**config.mk**
```make
export PLATFORM = sky130hd
export DESIGN_NAME = line_sensor_track_error_flat
export DESIGN_NICKNAME = d
export VERILOG_FILES = /design/src/hdl/lste_pkg.sv /design/src/hdl/lste_if.sv /design/src/hdl/line_sensor_track_error.sv /design/src/hdl/lste_hyst.sv /design/src/hdl/lste_track.sv /design/src/flat_wrapper.sv
export SDC_FILE = /design/constraint.sdc
export NUM_CORES = 1
export LEC_CHECK = 0
export ABC_AREA = 0
export BUFFER_PORTS_ARGS = -buffer_cell sky130_fd_sc_hd__buf_2
export CORE_ASPECT_RATIO = 1.75
export CORE_MARGIN = 2
export CORE_UTILIZATION = 40
export CTS_CLUSTER_SIZE = 8
export DETAILED_ROUTE_END_ITERATION = 8
export GPL_ROUTABILITY_DRIVEN = 0
export PLACE_DENSITY = 0.63
export SLEW_MARGIN = 0
export SYNTH_ARGS = -nofsm -noshare
export SYNTH_HDL_FRONTEND = slang
export SYNTH_HIERARCHICAL = 1
export SYNTH_SLANG_ARGS = --single-unit
export TNS_END_PERCENT = 100
```
**constraint.sdc**
```tcl
create_clock -name clk -period 21.7 [get_ports clk]
set_clock_uncertainty 0.2 [all_clocks]
set_input_delay 4.34 -clock clk [delete_from_list [all_inputs] [get_ports clk]]
set_output_delay 4.34 -clock clk [all_outputs]
set_load 0.03 [all_outputs]
```
**src/hdl/lste_pkg.sv**
```systemverilog
package lste_pkg;

	localparam int CHANNELS = 15;
	localparam int CH_BITS  = 4;
	localparam int CNT_BITS = 4;
	localparam int ERR_BITS = 6;
	localparam int CFG_BITS = 4;

	typedef logic [CH_BITS-1:0]         chan_t;
	typedef logic [CNT_BITS-1:0]        cnt_t;
	typedef logic [CHANNELS-1:0]        pattern_t;
	typedef logic signed [ERR_BITS-1:0] err_t;
	typedef logic [CFG_BITS-1:0]        cfg_data_t;

	typedef enum logic {
		REG_NORMAL_WIDTH = 1'b0,
		REG_EDGE_COUNT   = 1'b1
	} cfg_idx_t;

	typedef enum logic {
		KIND_SAMPLE = 1'b0,
		KIND_LOAD   = 1'b1
	} kind_t;

	localparam chan_t     EDGE_TOP         = chan_t'(CHANNELS - 1);
	localparam chan_t     CHAN_ZERO        = '0;
	localparam cnt_t      TRACK_MIN        = cnt_t'(2);
	localparam cfg_data_t NORMAL_WIDTH_RST = cfg_data_t'(7);
	localparam cfg_data_t EDGE_COUNT_RST   = cfg_data_t'(10);

	// pattern snapshot handed from the hysteresis stage to the track stage
	typedef struct packed {
		logic     valid;
		pattern_t pattern;
	} snap_t;

	function automatic err_t dir_entry(input chan_t idx);
		err_t d;
		unique case (idx)
			4'd0:    d = -err_t'(30);
			4'd1:    d = -err_t'(20);
			4'd2:    d = -err_t'(16);
			4'd3:    d = -err_t'(12);
			4'd4:    d = -err_t'(10);
			4'd5:    d = -err_t'(7);
			4'd6:    d = -err_t'(3);
			4'd7:    d = err_t'(0);
			4'd8:    d = err_t'(3);
			4'd9:    d = err_t'(7);
			4'd10:   d = err_t'(10);
			4'd11:   d = err_t'(12);
			4'd12:   d = err_t'(16);
			4'd13:   d = err_t'(20);
			default: d = err_t'(30);
		endcase
		return d;
	endfunction

endpackage

```
**src/hdl/lste_if.sv**
```systemverilog
interface lste_in_if #(
	parameter int SAMPLE_BITS = 12
);
	logic                           valid;
	logic                           ready;
	logic                           kind;
	logic [lste_pkg::CH_BITS-1:0]   channel;
	logic [SAMPLE_BITS-1:0]         sample;
	logic [SAMPLE_BITS-1:0]         high_threshold;
	logic [SAMPLE_BITS-1:0]         low_threshold;
	logic                           last;

	modport source (
		output valid, kind, channel, sample, high_threshold, low_threshold, last,
		input  ready
	);
	modport sink (
		input  valid, kind, channel, sample, high_threshold, low_threshold, last,
		output ready
	);
endinterface

interface lste_out_if;
	logic                                  valid;
	logic                                  ready;
	logic [lste_pkg::CHANNELS-1:0]         pattern;
	logic [lste_pkg::CNT_BITS-1:0]         track_count;
	logic [lste_pkg::CH_BITS-1:0]          left_point;
	logic [lste_pkg::CH_BITS-1:0]          right_point;
	logic                                  held;
	logic                                  edge_res;
	logic signed [lste_pkg::ERR_BITS-1:0]  steer_error;

	modport source (
		output valid, pattern, track_count, left_point, right_point, held, edge_res,
			steer_error,
		input  ready
	);
	modport sink (
		input  valid, pattern, track_count, left_point, right_point, held, edge_res,
			steer_error,
		output ready
	);
endinterface

```
**src/hdl/line_sensor_track_error.sv**
```systemverilog
// a result word is formed from its last sample word through the input, snapshot and result registers
// throughput: one input word per cycle; input, snapshot and result registers advance together
// and hold while the result register is full and not taken
// reset: arst_n clears channel bits, kept and scan track, prior error and valid flags,
// and loads the width and edge limits with 7 and 10; thresholds are undefined until loaded
module line_sensor_track_error #(
	parameter int SAMPLE_BITS = 12
) (
	input  logic                 clk,
	input  logic                 arst_n,
	input  logic                 cfg_we,
	input  lste_pkg::cfg_idx_t   cfg_index,
	input  lste_pkg::cfg_data_t  cfg_data,
	lste_in_if.sink              items,
	lste_out_if.source           results
);
	import lste_pkg::*;

	snap_t snap;
	logic  advance;

	lste_hyst #(
		.SAMPLE_BITS (SAMPLE_BITS)
	) u_hyst (
		.clk     (clk),
		.arst_n  (arst_n),
		.advance (advance),
		.items   (items),
		.snap    (snap)
	);

	lste_track u_track (
		.clk       (clk),
		.arst_n    (arst_n),
		.cfg_we    (cfg_we),
		.cfg_index (cfg_index),
		.cfg_data  (cfg_data),
		.snap      (snap),
		.advance   (advance),
		.results   (results)
	);

endmodule

```
**src/hdl/lste_hyst.sv**
```systemverilog
module lste_hyst #(
	parameter int SAMPLE_BITS = 12
) (
	input  logic              clk,
	input  logic              arst_n,
	input  logic              advance,
	lste_in_if.sink           items,
	output lste_pkg::snap_t   snap
);
	import lste_pkg::*;

	logic                   valid_s1;
	logic                   kind_s1;
	chan_t                  channel_s1;
	logic [SAMPLE_BITS-1:0] sample_s1;
	logic [SAMPLE_BITS-1:0] high_s1;
	logic [SAMPLE_BITS-1:0] low_s1;
	logic                   last_s1;

	logic [SAMPLE_BITS-1:0] thr_high_q [CHANNELS];
	logic [SAMPLE_BITS-1:0] thr_low_q  [CHANNELS];
	pattern_t               bits_q;
	pattern_t               bits_next;
	logic                   in_range;
	logic                   is_load;
	logic                   is_sample;
	logic                   set_bit;
	logic                   clr_bit;
	logic                   snap_valid_s2;
	pattern_t               snap_pattern_s2;

	assign items.ready = advance;

	always_ff @(posedge clk or negedge arst_n) begin
		if (!arst_n) begin
			valid_s1 <= 1'b0;
		end else if (advance) begin
			valid_s1 <= items.valid;
		end
	end

	always_ff @(posedge clk) begin
		if (advance && items.valid) begin
			kind_s1    <= items.kind;
			channel_s1 <= items.channel;
			sample_s1  <= items.sample;
			high_s1    <= items.high_threshold;
			low_s1     <= items.low_threshold;
			last_s1    <= items.last;
		end
	end

	assign in_range  = channel_s1 < chan_t'(CHANNELS);
	assign is_load   = valid_s1 && (kind_s1 == KIND_LOAD);
	assign is_sample = valid_s1 && (kind_s1 == KIND_SAMPLE);

	always_comb begin
		set_bit   = 1'b0;
		clr_bit   = 1'b0;
		bits_next = bits_q;
		if (is_sample && in_range) begin
			set_bit = sample_s1 > thr_high_q[channel_s1];
			clr_bit = sample_s1 < thr_low_q[channel_s1];
			// clear wins over set
			if (clr_bit) begin
				bits_next[channel_s1] = 1'b0;
			end else if (set_bit) begin
				bits_next[channel_s1] = 1'b1;
			end
		end
	end

	always_ff @(posedge clk) begin
		if (advance && is_load && in_range) begin
			thr_high_q[channel_s1] <= high_s1;
			thr_low_q[channel_s1]  <= low_s1;
		end
	end

	always_ff @(posedge clk or negedge arst_n) begin
		if (!arst_n) begin
			bits_q        <= '0;
			snap_valid_s2 <= 1'b0;
		end else if (advance) begin
			bits_q        <= bits_next;
			snap_valid_s2 <= is_sample && last_s1;
		end
	end

	always_ff @(posedge clk) begin
		if (advance) begin
			snap_pattern_s2 <= bits_next;
		end
	end

	assign snap = '{valid: snap_valid_s2, pattern: snap_pattern_s2};

endmodule

```
**src/hdl/lste_track.sv**
```systemverilog
module lste_track (
	input  logic                 clk,
	input  logic                 arst_n,
	input  logic                 cfg_we,
	input  lste_pkg::cfg_idx_t   cfg_index,
	input  lste_pkg::cfg_data_t  cfg_data,
	input  lste_pkg::snap_t      snap,
	output logic                 advance,
	lste_out_if.source           results
);
	import lste_pkg::*;

	cfg_data_t normal_lim_q;
	cfg_data_t edge_lim_q;

	cnt_t  kept_count_q;
	chan_t kept_left_q;
	chan_t kept_right_q;
	chan_t scan_left_q;
	chan_t scan_right_q;
	err_t  prior_error_q;

	cnt_t  cnt;
	chan_t left;
	chan_t right;
	cnt_t  span;
	logic  gap;
	cnt_t  cnt_f;
	chan_t left_f;
	chan_t right_f;
	logic  edge_f;
	logic  fresh;
	chan_t sl;
	chan_t sr;
	err_t  dl;
	err_t  dr;
	logic signed [ERR_BITS:0] sum;
	logic signed [ERR_BITS:0] sum_adj;
	err_t  err;

	logic  out_valid_q;

	assign advance = !out_valid_q || results.ready;

	always_ff @(posedge clk or negedge arst_n) begin
		if (!arst_n) begin
			normal_lim_q <= NORMAL_WIDTH_RST;
			edge_lim_q   <= EDGE_COUNT_RST;
		end else if (cfg_we) begin
			unique case (cfg_index)
				REG_NORMAL_WIDTH: normal_lim_q <= cfg_data;
				REG_EDGE_COUNT:   edge_lim_q   <= cfg_data;
			endcase
		end
	end

	always_comb begin
		cnt   = '0;
		left  = '0;
		right = '0;
		for (int i = 0; i < CHANNELS; i++) begin
			cnt = cnt + cnt_t'(snap.pattern[i]);
		end
		for (int i = CHANNELS - 1; i >= 0; i--) begin
			if (snap.pattern[i]) begin
				left = chan_t'(i);
			end
		end
		for (int i = 0; i < CHANNELS; i++) begin
			if (snap.pattern[i]) begin
				right = chan_t'(i);
			end
		end
	end

	assign span = cnt_t'(right - left) + cnt_t'(1);
	assign gap  = (cnt >= TRACK_MIN) && (span != cnt);

	assign cnt_f   = gap ? kept_count_q : cnt;
	assign left_f  = gap ? kept_left_q  : left;
	assign right_f = gap ? kept_right_q : right;

	assign edge_f = (left_f == CHAN_ZERO) || (right_f == CHAN_ZERO) ||
		(left_f == EDGE_TOP) || (right_f == EDGE_TOP) || (cnt_f > edge_lim_q);

	assign fresh = cnt_f < normal_lim_q;
	assign sl    = fresh ? left_f  : scan_left_q;
	assign sr    = fresh ? right_f : scan_right_q;

	assign dl = dir_entry(sl);
	assign dr = dir_entry(sr);

	// halve the sum, truncating toward zero
	assign sum     = {dl[ERR_BITS-1], dl} + {dr[ERR_BITS-1], dr};
	assign sum_adj = sum + {{ERR_BITS{1'b0}}, sum[ERR_BITS]};

	always_comb begin
		if (cnt_f < TRACK_MIN) begin
			if (prior_error_q > err_t'(0)) begin
				err = err_t'(1);
			end else if (prior_error_q < err_t'(0)) begin
				err = -err_t'(1);
			end else begin
				err = err_t'(0);
			end
		end else begin
			err = sum_adj[ERR_BITS:1];
		end
	end

	always_ff @(posedge clk or negedge arst_n) begin
		if (!arst_n) begin
			kept_count_q  <= '0;
			kept_left_q   <= '0;
			kept_right_q  <= '0;
			scan_left_q   <= '0;
			scan_right_q  <= '0;
			prior_error_q <= '0;
		end else if (advance && snap.valid) begin
			if (!gap) begin
				kept_count_q <= cnt;
				kept_left_q  <= left;
				kept_right_q <= right;
			end
			if (cnt_f >= TRACK_MIN && fresh) begin
				scan_left_q  <= left_f;
				scan_right_q <= right_f;
			end
			prior_error_q <= err;
		end
	end

	always_ff @(posedge clk or negedge arst_n) begin
		if (!arst_n) begin
			out_valid_q <= 1'b0;
		end else if (advance) begin
			out_valid_q <= snap.valid;
		end
	end

	always_ff @(posedge clk) begin
		if (advance && snap.valid) begin
			results.pattern     <= snap.pattern;
			results.track_count <= cnt_f;
			results.left_point  <= left_f;
			results.right_point <= right_f;
			results.held        <= gap;
			results.edge_res    <= edge_f;
			results.steer_error <= err;
		end
	end

	assign results.valid = out_valid_q;

endmodule

```
**src/flat_wrapper.sv**
```systemverilog
// flat-port wrapper written by rule: the top's interface ports become plain ports
module line_sensor_track_error_flat import lste_pkg::*;
#(
	parameter int SAMPLE_BITS = 12
)
  (clk, arst_n, cfg_we, cfg_index, cfg_data, items_valid, items_kind, items_channel, items_sample, items_high_threshold, items_low_threshold, items_last, items_ready, results_valid, results_pattern, results_track_count, results_left_point, results_right_point, results_held, results_edge_res, results_steer_error, results_ready);
  lste_in_if #(.SAMPLE_BITS(SAMPLE_BITS)) items_i ();
  lste_out_if results_i ();
  input  logic clk;
  input  logic arst_n;
  input  logic cfg_we;
  input  lste_pkg::cfg_idx_t cfg_index;
  input  lste_pkg::cfg_data_t cfg_data;
  input wire logic [$bits(items_i.valid)-1:0] items_valid;
  input wire logic [$bits(items_i.kind)-1:0] items_kind;
  input wire logic [$bits(items_i.channel)-1:0] items_channel;
  input wire logic [$bits(items_i.sample)-1:0] items_sample;
  input wire logic [$bits(items_i.high_threshold)-1:0] items_high_threshold;
  input wire logic [$bits(items_i.low_threshold)-1:0] items_low_threshold;
  input wire logic [$bits(items_i.last)-1:0] items_last;
  output wire logic [$bits(items_i.ready)-1:0] items_ready;
  output wire logic [$bits(results_i.valid)-1:0] results_valid;
  output wire logic [$bits(results_i.pattern)-1:0] results_pattern;
  output wire logic [$bits(results_i.track_count)-1:0] results_track_count;
  output wire logic [$bits(results_i.left_point)-1:0] results_left_point;
  output wire logic [$bits(results_i.right_point)-1:0] results_right_point;
  output wire logic [$bits(results_i.held)-1:0] results_held;
  output wire logic [$bits(results_i.edge_res)-1:0] results_edge_res;
  output wire logic [$bits(results_i.steer_error)-1:0] results_steer_error;
  input wire logic [$bits(results_i.ready)-1:0] results_ready;
  assign items_i.valid = items_valid;
  assign items_i.kind = items_kind;
  assign items_i.channel = items_channel;
  assign items_i.sample = items_sample;
  assign items_i.high_threshold = items_high_threshold;
  assign items_i.low_threshold = items_low_threshold;
  assign items_i.last = items_last;
  assign items_ready = items_i.ready;
  assign results_valid = results_i.valid;
  assign results_pattern = results_i.pattern;
  assign results_track_count = results_i.track_count;
  assign results_left_point = results_i.left_point;
  assign results_right_point = results_i.right_point;
  assign results_held = results_i.held;
  assign results_edge_res = results_i.edge_res;
  assign results_steer_error = results_i.steer_error;
  assign results_i.ready = results_ready;
  line_sensor_track_error #(.SAMPLE_BITS(SAMPLE_BITS)) u_core (.clk(clk), .arst_n(arst_n), .cfg_we(cfg_we), .cfg_index(cfg_index), .cfg_data(cfg_data), .items(items_i), .results(results_i));
endmodule
```
==> summary.md, run 1 <==
| Metric | Value |
|---|---|
| Share of cells above drive strength 1 | 26.6% |
| Post-CTS setup buffer count | 0 |
| RR Startpoint | u_core/u_hyst/snap_pattern_s2[2] |
| Status | finished, final reports clean |
| Async SR Flop Fraction | about a tenth |
| Drt pass-1 iters | 5 |
| CP Max Fanout | 16 |
| First-pass GRT wire length | between 70000 and 80000 um |
| Worst Setup End Kind | flip-flop |
| Reg-to-reg slack, setup | approximately 12 ns |
| Post-cts resize count | 0 |
| Initial DRC count | around 900 |
| Cell mode on critical path | fa_1 |
| Routed Antenna Nets | 0 |
| Largest net degree at the start of global routing | 73 |
| Vias/cell | approximately 5.4 |
| Area delta synth->final | 15.8% |
| Final Slew Violations | 0 |
| Fin Hold WS | ~0.30 ns |
| Drt wl/cell | 23.1 um |
| Post-Syn Area per Cell | between 15 and 20 sq um |
| Initial Util | roughly two fifths |
| Core ar. | around 0.053 sq mm |
| Critical path required time | ~22 ns |
| Final Cycle Share | between 40% and 50% |
| Hold_buf cts | 0 |
| Number of synthesized flops with an enable pin | 452 |
| Root buf cell | clkbuf_16 |
| Min cycle time layout | a little under 10 ns |
| Clock-pin slew on the worst setup and hold paths | roughly 0.050 ns |
| #FFs+latches synth | ~510 |
| Worst R2R Path Depth | 36 |
| Max-Cap Viols | 0 |
| Hold Path Cell Cnt | 2 |
| Tightest Pin Transition | 1.23 ns |
| Die footprint | between 0.05 and 0.06 sq mm |
| Vias in the first global route | 12100 |
| Instance count of the mapped netlist | 1240 |
| Final hold vios | 0 |
| Final setup vio count | 0 |
| Fill cells | between 4000 and 5000 |
| Final setup TNS | 0 ns |
| Crit. Startpoint | u_core/u_hyst/snap_pattern_s2[2] |
| Input/output buffers | 88 |
| Setup crit start kind | flip-flop |
| Max Fclk | 0.103 GHz |
| Slew HR | between 15 and 20% |
| Top Ports | 89 |
| Critical path's slowest cell | fa_1 |
| H-tree depth | 3 |
| Vias after detailed routing | ~11000 |
| Sequential share of the synthesized area | 69.3% |
| Rows | ~110 |
| Arrival time at the worst endpoint | 9.99 ns |
| Hold EP | u_core/u_track/kept_count_q[0] |
| Die Span Y | slightly above 300 um |
| WP buf/inv | 3 |
| CTS tree | yes |
| Clk sinks | 508 |
| Critical R2R Capture | u_core/u_track/prior_error_q[5] |
| CTS buffer count | 73 |
| Levels on crit path | 36 |
| Diode count | 0 |
| Post-synthesis cell type count | 75 |
| Synthesized Nets | 1362 |
| Wirelength, routed | approximately 48000 um |
| Global-route usage over all layers | roughly 17% |
| CTS max path bufs | 3 |
| Final net count | 1500 |
| Synth Flop Type | edfxtp_1 |
| Post-route DRC | 0 |
| Hold Path Class | reg2reg |
| Clock Latency Late Sink | 0.59 ns |
| Post-DP HPWL | a little under 30000 um |
| Antenna violations before repair | 1 |
| Die width | approximately 180 um |
| RSZ-0062 raised after global routing | no |
| Setup CP Type | reg2reg |
| Post-Syn Area | around 0.022 sq mm |
| Delay-heaviest family, CP | adder cells |
| Min-delay src | u_core/u_track/kept_count_q[0] |
| Worst path max stage delay | roughly 0.57 ns |
| Total grt overflow | 0 |
| Number of synthesis warnings | 6 |
[cell type report]
class / instances / area (sq um) / area share (%)
timing repair buffer: 115 / 643 / 2.57
tap: 684 / 856 / 3.42
inverter: 68 / 255 / 1.02
multi-input combinational: 612 / 6220 / 24.9
clock inverter: 5 / 80.1 / 0.320
clock buffer: 103 / 1970 / 7.88
sequential: 508 / 15000 / 59.9
[cells by family (layout without fill, tap and decap cells)]
logic type | Yosys count | in the layout | synth area share (%)
DFF | 508 | 508 | 69.3
buffers and inverters | 120 | 291 | 2.28
xor gates and xnor gates | 15 | 15 | 0.759
and+or+nand+nor | 173 | 173 | 4.11
AOI/OAI and AO/OA | 183 | 183 | 5.36
muxes | 171 | 171 | 13.7
adders and majority gates | 70 | 70 | 4.44
[flip-flops by register name (all words and copies together) (netlist names), 6 cells and up, named ones only]
signal                              cells
u_core/u_hyst/sample_s1                12
u_core/u_hyst/thr_low_q               180
u_core/u_hyst/bits_q                   15
u_core/u_hyst/thr_high_q              180
u_core/u_hyst/snap_pattern_s2          15
u_core/u_hyst/low_s1                   12
u_core/u_track/results.steer_error      6
u_core/u_track/results.pattern         15
u_core/u_track/prior_error_q            6
u_core/u_hyst/high_s1                  12
[routing by layer]
layer	wire (um)	GRT usage [%]	up-vias
met4	2040	8.61	2
met2	26100	31.6	355
li1	-	-	5156
met3	2560	3.25	117
met5	13	0	-
met1	17700	19.6	5755
[cell usage after synthesis (7+ instances only)]
library cell  number  area share (%)
clkbuf_1          25            0.43
dfrtp_1           47             5.4
nor4_1             7            0.20
a21oi_1           37            0.86
mux4_2            94             9.8
o21ai_0           47             1.1
xnor2_1            8            0.32
nand2b_1          12            0.35
inv_1             66             1.1
and2_1             7            0.20
mux2i_1           29             1.3
nor3_1            23            0.53
a31oi_1           53             1.5
buf_1              9            0.16
nor2_1            28            0.49
nand2_1           50            0.87
buf_2             13            0.30
ha_1              59             3.4
nand3_1           12            0.28
edfxtp_1         452              63
fa_1              11             1.0
mux2_2            44             2.3
nor2b_1           13            0.38
[cell usage in the layout, fill, tap and decap left out, types with 3 or more instances in the layout]
| cell type | n |
|---|---|
| nor2_1 | 28 |
| edfxtp_1 | 452 |
| inv_1 | 65 |
| nor3_2 | 13 |
| dfrtp_1 | 47 |
| clkbuf_1 | 28 |
| nor4_1 | 3 |
| fa_1 | 11 |
| o21ai_0 | 47 |
| mux2_2 | 44 |
| xnor2_1 | 8 |
| dfstp_2 | 5 |
| nor4_2 | 6 |
| mux4_2 | 94 |
| buf_2 | 88 |
| nor2b_1 | 13 |
| nand4_1 | 6 |
| clkbuf_16 | 74 |
| o21bai_1 | 3 |
| nand2b_1 | 12 |
| a31oi_1 | 53 |
| xor2_1 | 5 |
| nor3_1 | 11 |
| a21o_1 | 5 |
| ha_1 | 59 |
| o21a_1 | 6 |
| and2_1 | 7 |
| buf_4 | 27 |
| o31ai_1 | 3 |
| and3_1 | 3 |
| inv_16 | 3 |
| a21oi_1 | 36 |
| mux2i_1 | 29 |
| nand2_1 | 50 |
| nand3_1 | 12 |
[metrics by stage]
step / cells / setup slack (ns) / cell area, sq um / utilization, %
floorplan: 1240 / 11.95 / 21600 / -
global placement: 1987 / 12.01 / 22900 / 43.0
global route: 2095 / 11.37 / 25000 / 46.8
finish: 2095 / 11.96 / 25000 / 46.8
CTS: 2095 / 11.92 / 25000 / 46.8
detailed placement: 1987 / 11.96 / 22900 / 43.0
[how the worst max path moves through the flow]
| stage | end | slack (ns) |
|---|---|---|
| final | u_core/u_track/prior_error_q[5] | 11.96 |
| after global routing | u_core/u_track/prior_error_q[5] | 11.37 |
| after CTS | u_core/u_track/prior_error_q[5] | 11.92 |
| after detailed placement | u_core/u_track/prior_error_q[5] | 11.96 |
| after global placement | items_ready | 12.01 |
| after floorplan | items_ready | 11.95 |
[worst min-delay path, stage by stage (launching register included)]
cell	delay (ns)
dfrtp_1	0.34
nand2_1	0.05
o21ai_0	0.07
Power of run 1 is not shown: default switching activity piles up to over one toggle a cycle in this logic, so the estimate is an artifact.
==> run 2, diff against run 1 <==
- ABC_AREA: 0 -> 1
- PLACE_DENSITY: 0.63 -> 0.65
- clock period: 21.7 -> 7.9 ns (I/O delays scaled with it)
==> run 2 against run 1 <==
  * Synthesized cell count up 54%
  * Sequential cell count is the same
  * Sequential share of layout area shrank 2.2 points
  * Count of clock-buffer cells in the layout shrank 8
  * Non-clock buffer count is 13 higher
  * Final cell count grew 31%
  * Global-route usage up 2.3 points
  * Fmax rose by 28%
  * First-iteration DRC count increased by 20%
  * Highest routed layer is now met4
==> summary.md, run 2 <==
| Metric | Value |
|---|---|
| Post-route cell area | 0.0259 sq mm (was 0.0250 sq mm) |
| Top Ports | 89 (unchanged) |
| Area delta synth->final | 15.3% (was 15.8%) |
| Final hold vios | 0 (unchanged) |
| Synth Flop Type | edfxtp_1 (unchanged) |
| Hold EP | u_core/u_track/scan_right_q[0] (was u_core/u_track/kept_count_q[0]) |
| Vias/cell | 5.46 (was 5.43) |
| WP buf/inv | 6 (was 3) |
| Hold_buf cts | 0 (unchanged) |
| Routed length on met1 | 21300 um (was 17700 um) |
| Area fraction of the dominant cell type after synthesis | 60.4% (was 62.9%) |
| CTS buffer count | 73 (unchanged) |
| Post-Syn Area | 0.0225 sq mm (was 0.0216 sq mm) |
| Setup crit start kind | flip-flop (unchanged) |
| Max Fclk | 0.132 GHz (was 0.103 GHz) |
| Slew HR | 18.5% (was 17.9%) |
| Total grt overflow | 0 (unchanged) |
| Number of synthesis warnings | 6 (unchanged) |
| Top layer in use | met4 (was met5) |
| #FFs+latches synth | 508 (unchanged) |
| Post-Syn Area per Cell | 11.8 sq um (was 17.4 sq um) |
| DP Area | 0.0238 sq mm (was 0.0229 sq mm) |
| Global-route usage over all layers | 19.8% (was 17.5%) |
| Worst path max stage delay | 0.55 ns (was 0.57 ns) |
| Initial DRC count | 1086 (was 903) |
| Final setup vio count | 0 (unchanged) |
| Initial Util | 40.3% (was 40.4%) |
| Post-route DRC | 0 (unchanged) |
| Clock-pin slew on the worst setup and hold paths | 0.05 ns (about the same) |
| Drt wl/cell | 21.0 um (was 23.1 um) |
| H-tree depth | 3 (unchanged) |
| Critical R2R Capture | u_core/u_track/results.steer_error[5] (was u_core/u_track/prior_error_q[5]) |
| First-pass GRT wire length | 87600 um (was 73000 um) |
| Wirelength, routed | 57800 um (was 48500 um) |
| Drt pass-1 iters | 8 (was 5) |
| Synthesized Nets | 2032 (was 1362) |
| Setup CP Type | reg2reg (unchanged) |
| Commonest non-fill, non-tap cell in the layout | edfxtp_1 (unchanged) |
| Worst Setup End Kind | flip-flop (unchanged) |
| Status | finished, final reports clean (unchanged) |
| Root buf cell | clkbuf_16 (unchanged) |
| Hold Path Class | reg2reg (unchanged) |
| Share of cells above drive strength 1 | 16.2% (was 26.6%) |
| CTS tree | yes (unchanged) |
| Tightest Pin Transition | 1.22 ns (was 1.23 ns) |
| Diode count | 0 (unchanged) |
| Critical path's slowest cell | fa_1 (unchanged) |
| Rows | 115 (was 112) |
| Final net count | 2147 (was 1500) |
| Most numerous cell in the Yosys netlist | edfxtp_1 (unchanged) |
| Instance count of the mapped netlist | 1910 (was 1240) |
| Core ar. | 0.0558 sq mm (was 0.0534 sq mm) |
| Max-Cap Viols | 0 (unchanged) |
| Die Span Y | 318 um (was 311 um) |
| Reg-to-reg slack, setup | 0.31 ns (was 11.96 ns) |
| Sequential share of the synthesized area | 66.5% (was 69.3%) |
| Die width | 183 um (was 180 um) |
| Largest net degree at the start of global routing | 169 (was 73) |
| Input/output buffers | 88 (unchanged) |
| RR Startpoint | u_core/u_hyst/snap_pattern_s2[11] (was u_core/u_hyst/snap_pattern_s2[2]) |
| Min-delay src | u_core/u_track/scan_right_q[0] (was u_core/u_track/kept_count_q[0]) |
| CTS max path bufs | 3 (unchanged) |
| Async SR Flop Fraction | 10.2% (unchanged) |
| Routed Antenna Nets | 0 (unchanged) |
| Commonest cells in the netlist | edfxtp_1 (452), nand2_1 (301), nor2_1 (226), o21ai_0 (181), inv_1 (163) (was edfxtp_1 (452), mux4_2 (94), inv_1 (66), ha_1 (59), a31oi_1 (53)) |
| Die footprint | 0.0582 sq mm (was 0.0559 sq mm) |
| Clk sinks | 508 (unchanged) |
| Vias in the first global route | 15300 (was 12100) |
| Post-synthesis cell type count | 53 (was 75) |
| Wire length on met3 | 3120 um (was 2560 um) |
| Min cycle time layout | 7.59 ns (was 9.74 ns) |
| Clock Latency Late Sink | 0.59 ns (about the same) |
| Post-DP HPWL | 34000 um (was 29100 um) |
| CP Max Fanout | 12 (was 16) |
| Cell mode on critical path | nand2_1 (was fa_1) |
| Vias after detailed routing | 15000 (was 11400) |
| Antenna violations before repair | 0 (was 1) |
| Delay-heaviest family, CP | adder cells (unchanged) |
| Final Slew Violations | 0 (unchanged) |
| Synth top area cells | edfxtp_1 (60%), dfrtp_1 (5.2%), nand2_1 (5.0%) (was edfxtp_1 (63%), mux4_2 (9.8%), dfrtp_1 (5.4%)) |
| Worst R2R Path Depth | 42 (was 36) |
| Met2 wire length | 30400 um (was 26100 um) |
| Leading registers by flop count | u_core/u_hyst/thr_high_q x180, u_core/u_hyst/thr_low_q x180 (unchanged) |
| Final Cycle Share | 96.0% (was 44.9%) |
| Cell type with the largest total area after synthesis | edfxtp_1 (unchanged) |
| Commonest non-fill, non-tap cells in the layout | edfxtp_1 (452), nand2_1 (298), nor2_1 (210) (was edfxtp_1 (452), mux4_2 (94), buf_2 (88)) |
| Number of synthesized flops with an enable pin | 452 (unchanged) |
| Arrival time at the worst endpoint | 7.73 ns (was 9.99 ns) |
| Hold Path Cell Cnt | 2 (unchanged) |
| Critical path required time | 8.04 ns (was 21.95 ns) |
| Finished Core Util | 46.4% (was 46.8%) |
run 2: cell types whose count changed in the layout (fill, tap and decap cells not counted), sizes merged, moves of 75 or more:
| cell | delta |
|---|---|
| nor2 | +201 |
| o21ai | +154 |
| mux4 | -94 |
| inv | +111 |
| nand2 | +269 |
| nand3 | +75 |
run 2: metrics by stage:
stage | setup WS [ns] | TNS (ns) | instances | hold slack, ns
after floorplan | 0.0233 | 0 | 1910 | 0.242
after global placement | 0.0867 | 0 | 2648 | 0.256
after detailed placement | -0.123 | -0.220 | 2648 | 0.260
after CTS | 0.0197 | 0 | 2750 | 0.272
after global routing | -0.0893 | -0.142 | 2754 | 0.288
final | 0.314 | 0 | 2754 | 0.269
run 2: kinds of logic (layout without fill, tap and decap cells):
kind of cell	Yosys count	count (layout)	synth area share, %
AO/OA/AOI/OAI	400	400	10.7
AND/OR/NAND/NOR	651	651	12.9
adder cells (fa/ha/maj)	70	70	4.26
XOR/XNOR	12	12	0.501
flip-flops	508	508	66.5
buffers and inverters	269	411	5.11
run 2: how the worst max path moves through the flow:
stage,slack (ns),cells past startpoint,startpoint,endpoint
6_report,0.31,42,u_core/u_hyst/snap_pattern_s2[11],u_core/u_track/results.steer_error[5]
5_1_grt,-0.09,42,u_core/u_hyst/snap_pattern_s2[11],u_core/u_track/prior_error_q[5]
4_1_cts,0.02,42,u_core/u_hyst/snap_pattern_s2[9],u_core/u_track/results.steer_error[5]
3_5_place_dp,-0.12,42,u_core/u_hyst/snap_pattern_s2[9],u_core/u_track/results.steer_error[5]
3_3_place_gp,0.09,42,u_core/u_hyst/snap_pattern_s2[2],u_core/u_track/results.steer_error[5]
2_1_floorplan,0.02,41,u_core/u_hyst/snap_pattern_s2[2],u_core/u_track/results.steer_error[5]
run 2: timing repair:
item | CTS | global route
buffers inserted | 0 | 4
endpoints found under the setup margin | 2 | 12
pin swaps | 0 | 9
resized for setup | 2 | 22
run 2: layout make-up:
| cell class | instances | area, sq um |
|---|---|---|
| fillers | 4964 | 29900 |
| inverters | 181 | 691 |
| multi-input cells | 1133 | 6580 |
| clock inverters | 7 | 126 |
| well taps | 702 | 878 |
| clock buffers | 95 | 1930 |
| repair buffers | 128 | 757 |
| flip-flops and latches | 508 | 15000 |
run 2: metal layers:
| layer | track usage [%] | vias to the layer above |
|---|---|---|
| met4 | 10.7 | 0 |
| met5 | 0 | - |
| met1 | 22.2 | 7365 |
| met2 | 35.6 | 577 |
| li1 | - | 6919 |
| met3 | 3.25 | 167 |
run 2: worst min-delay path, cell delays in order (launching register included):
cell and delay [ns]:
dfrtp_1 0.34, nand2_1 0.05, nand2_1 0.05
Power of run 2 is left out for the same reason.
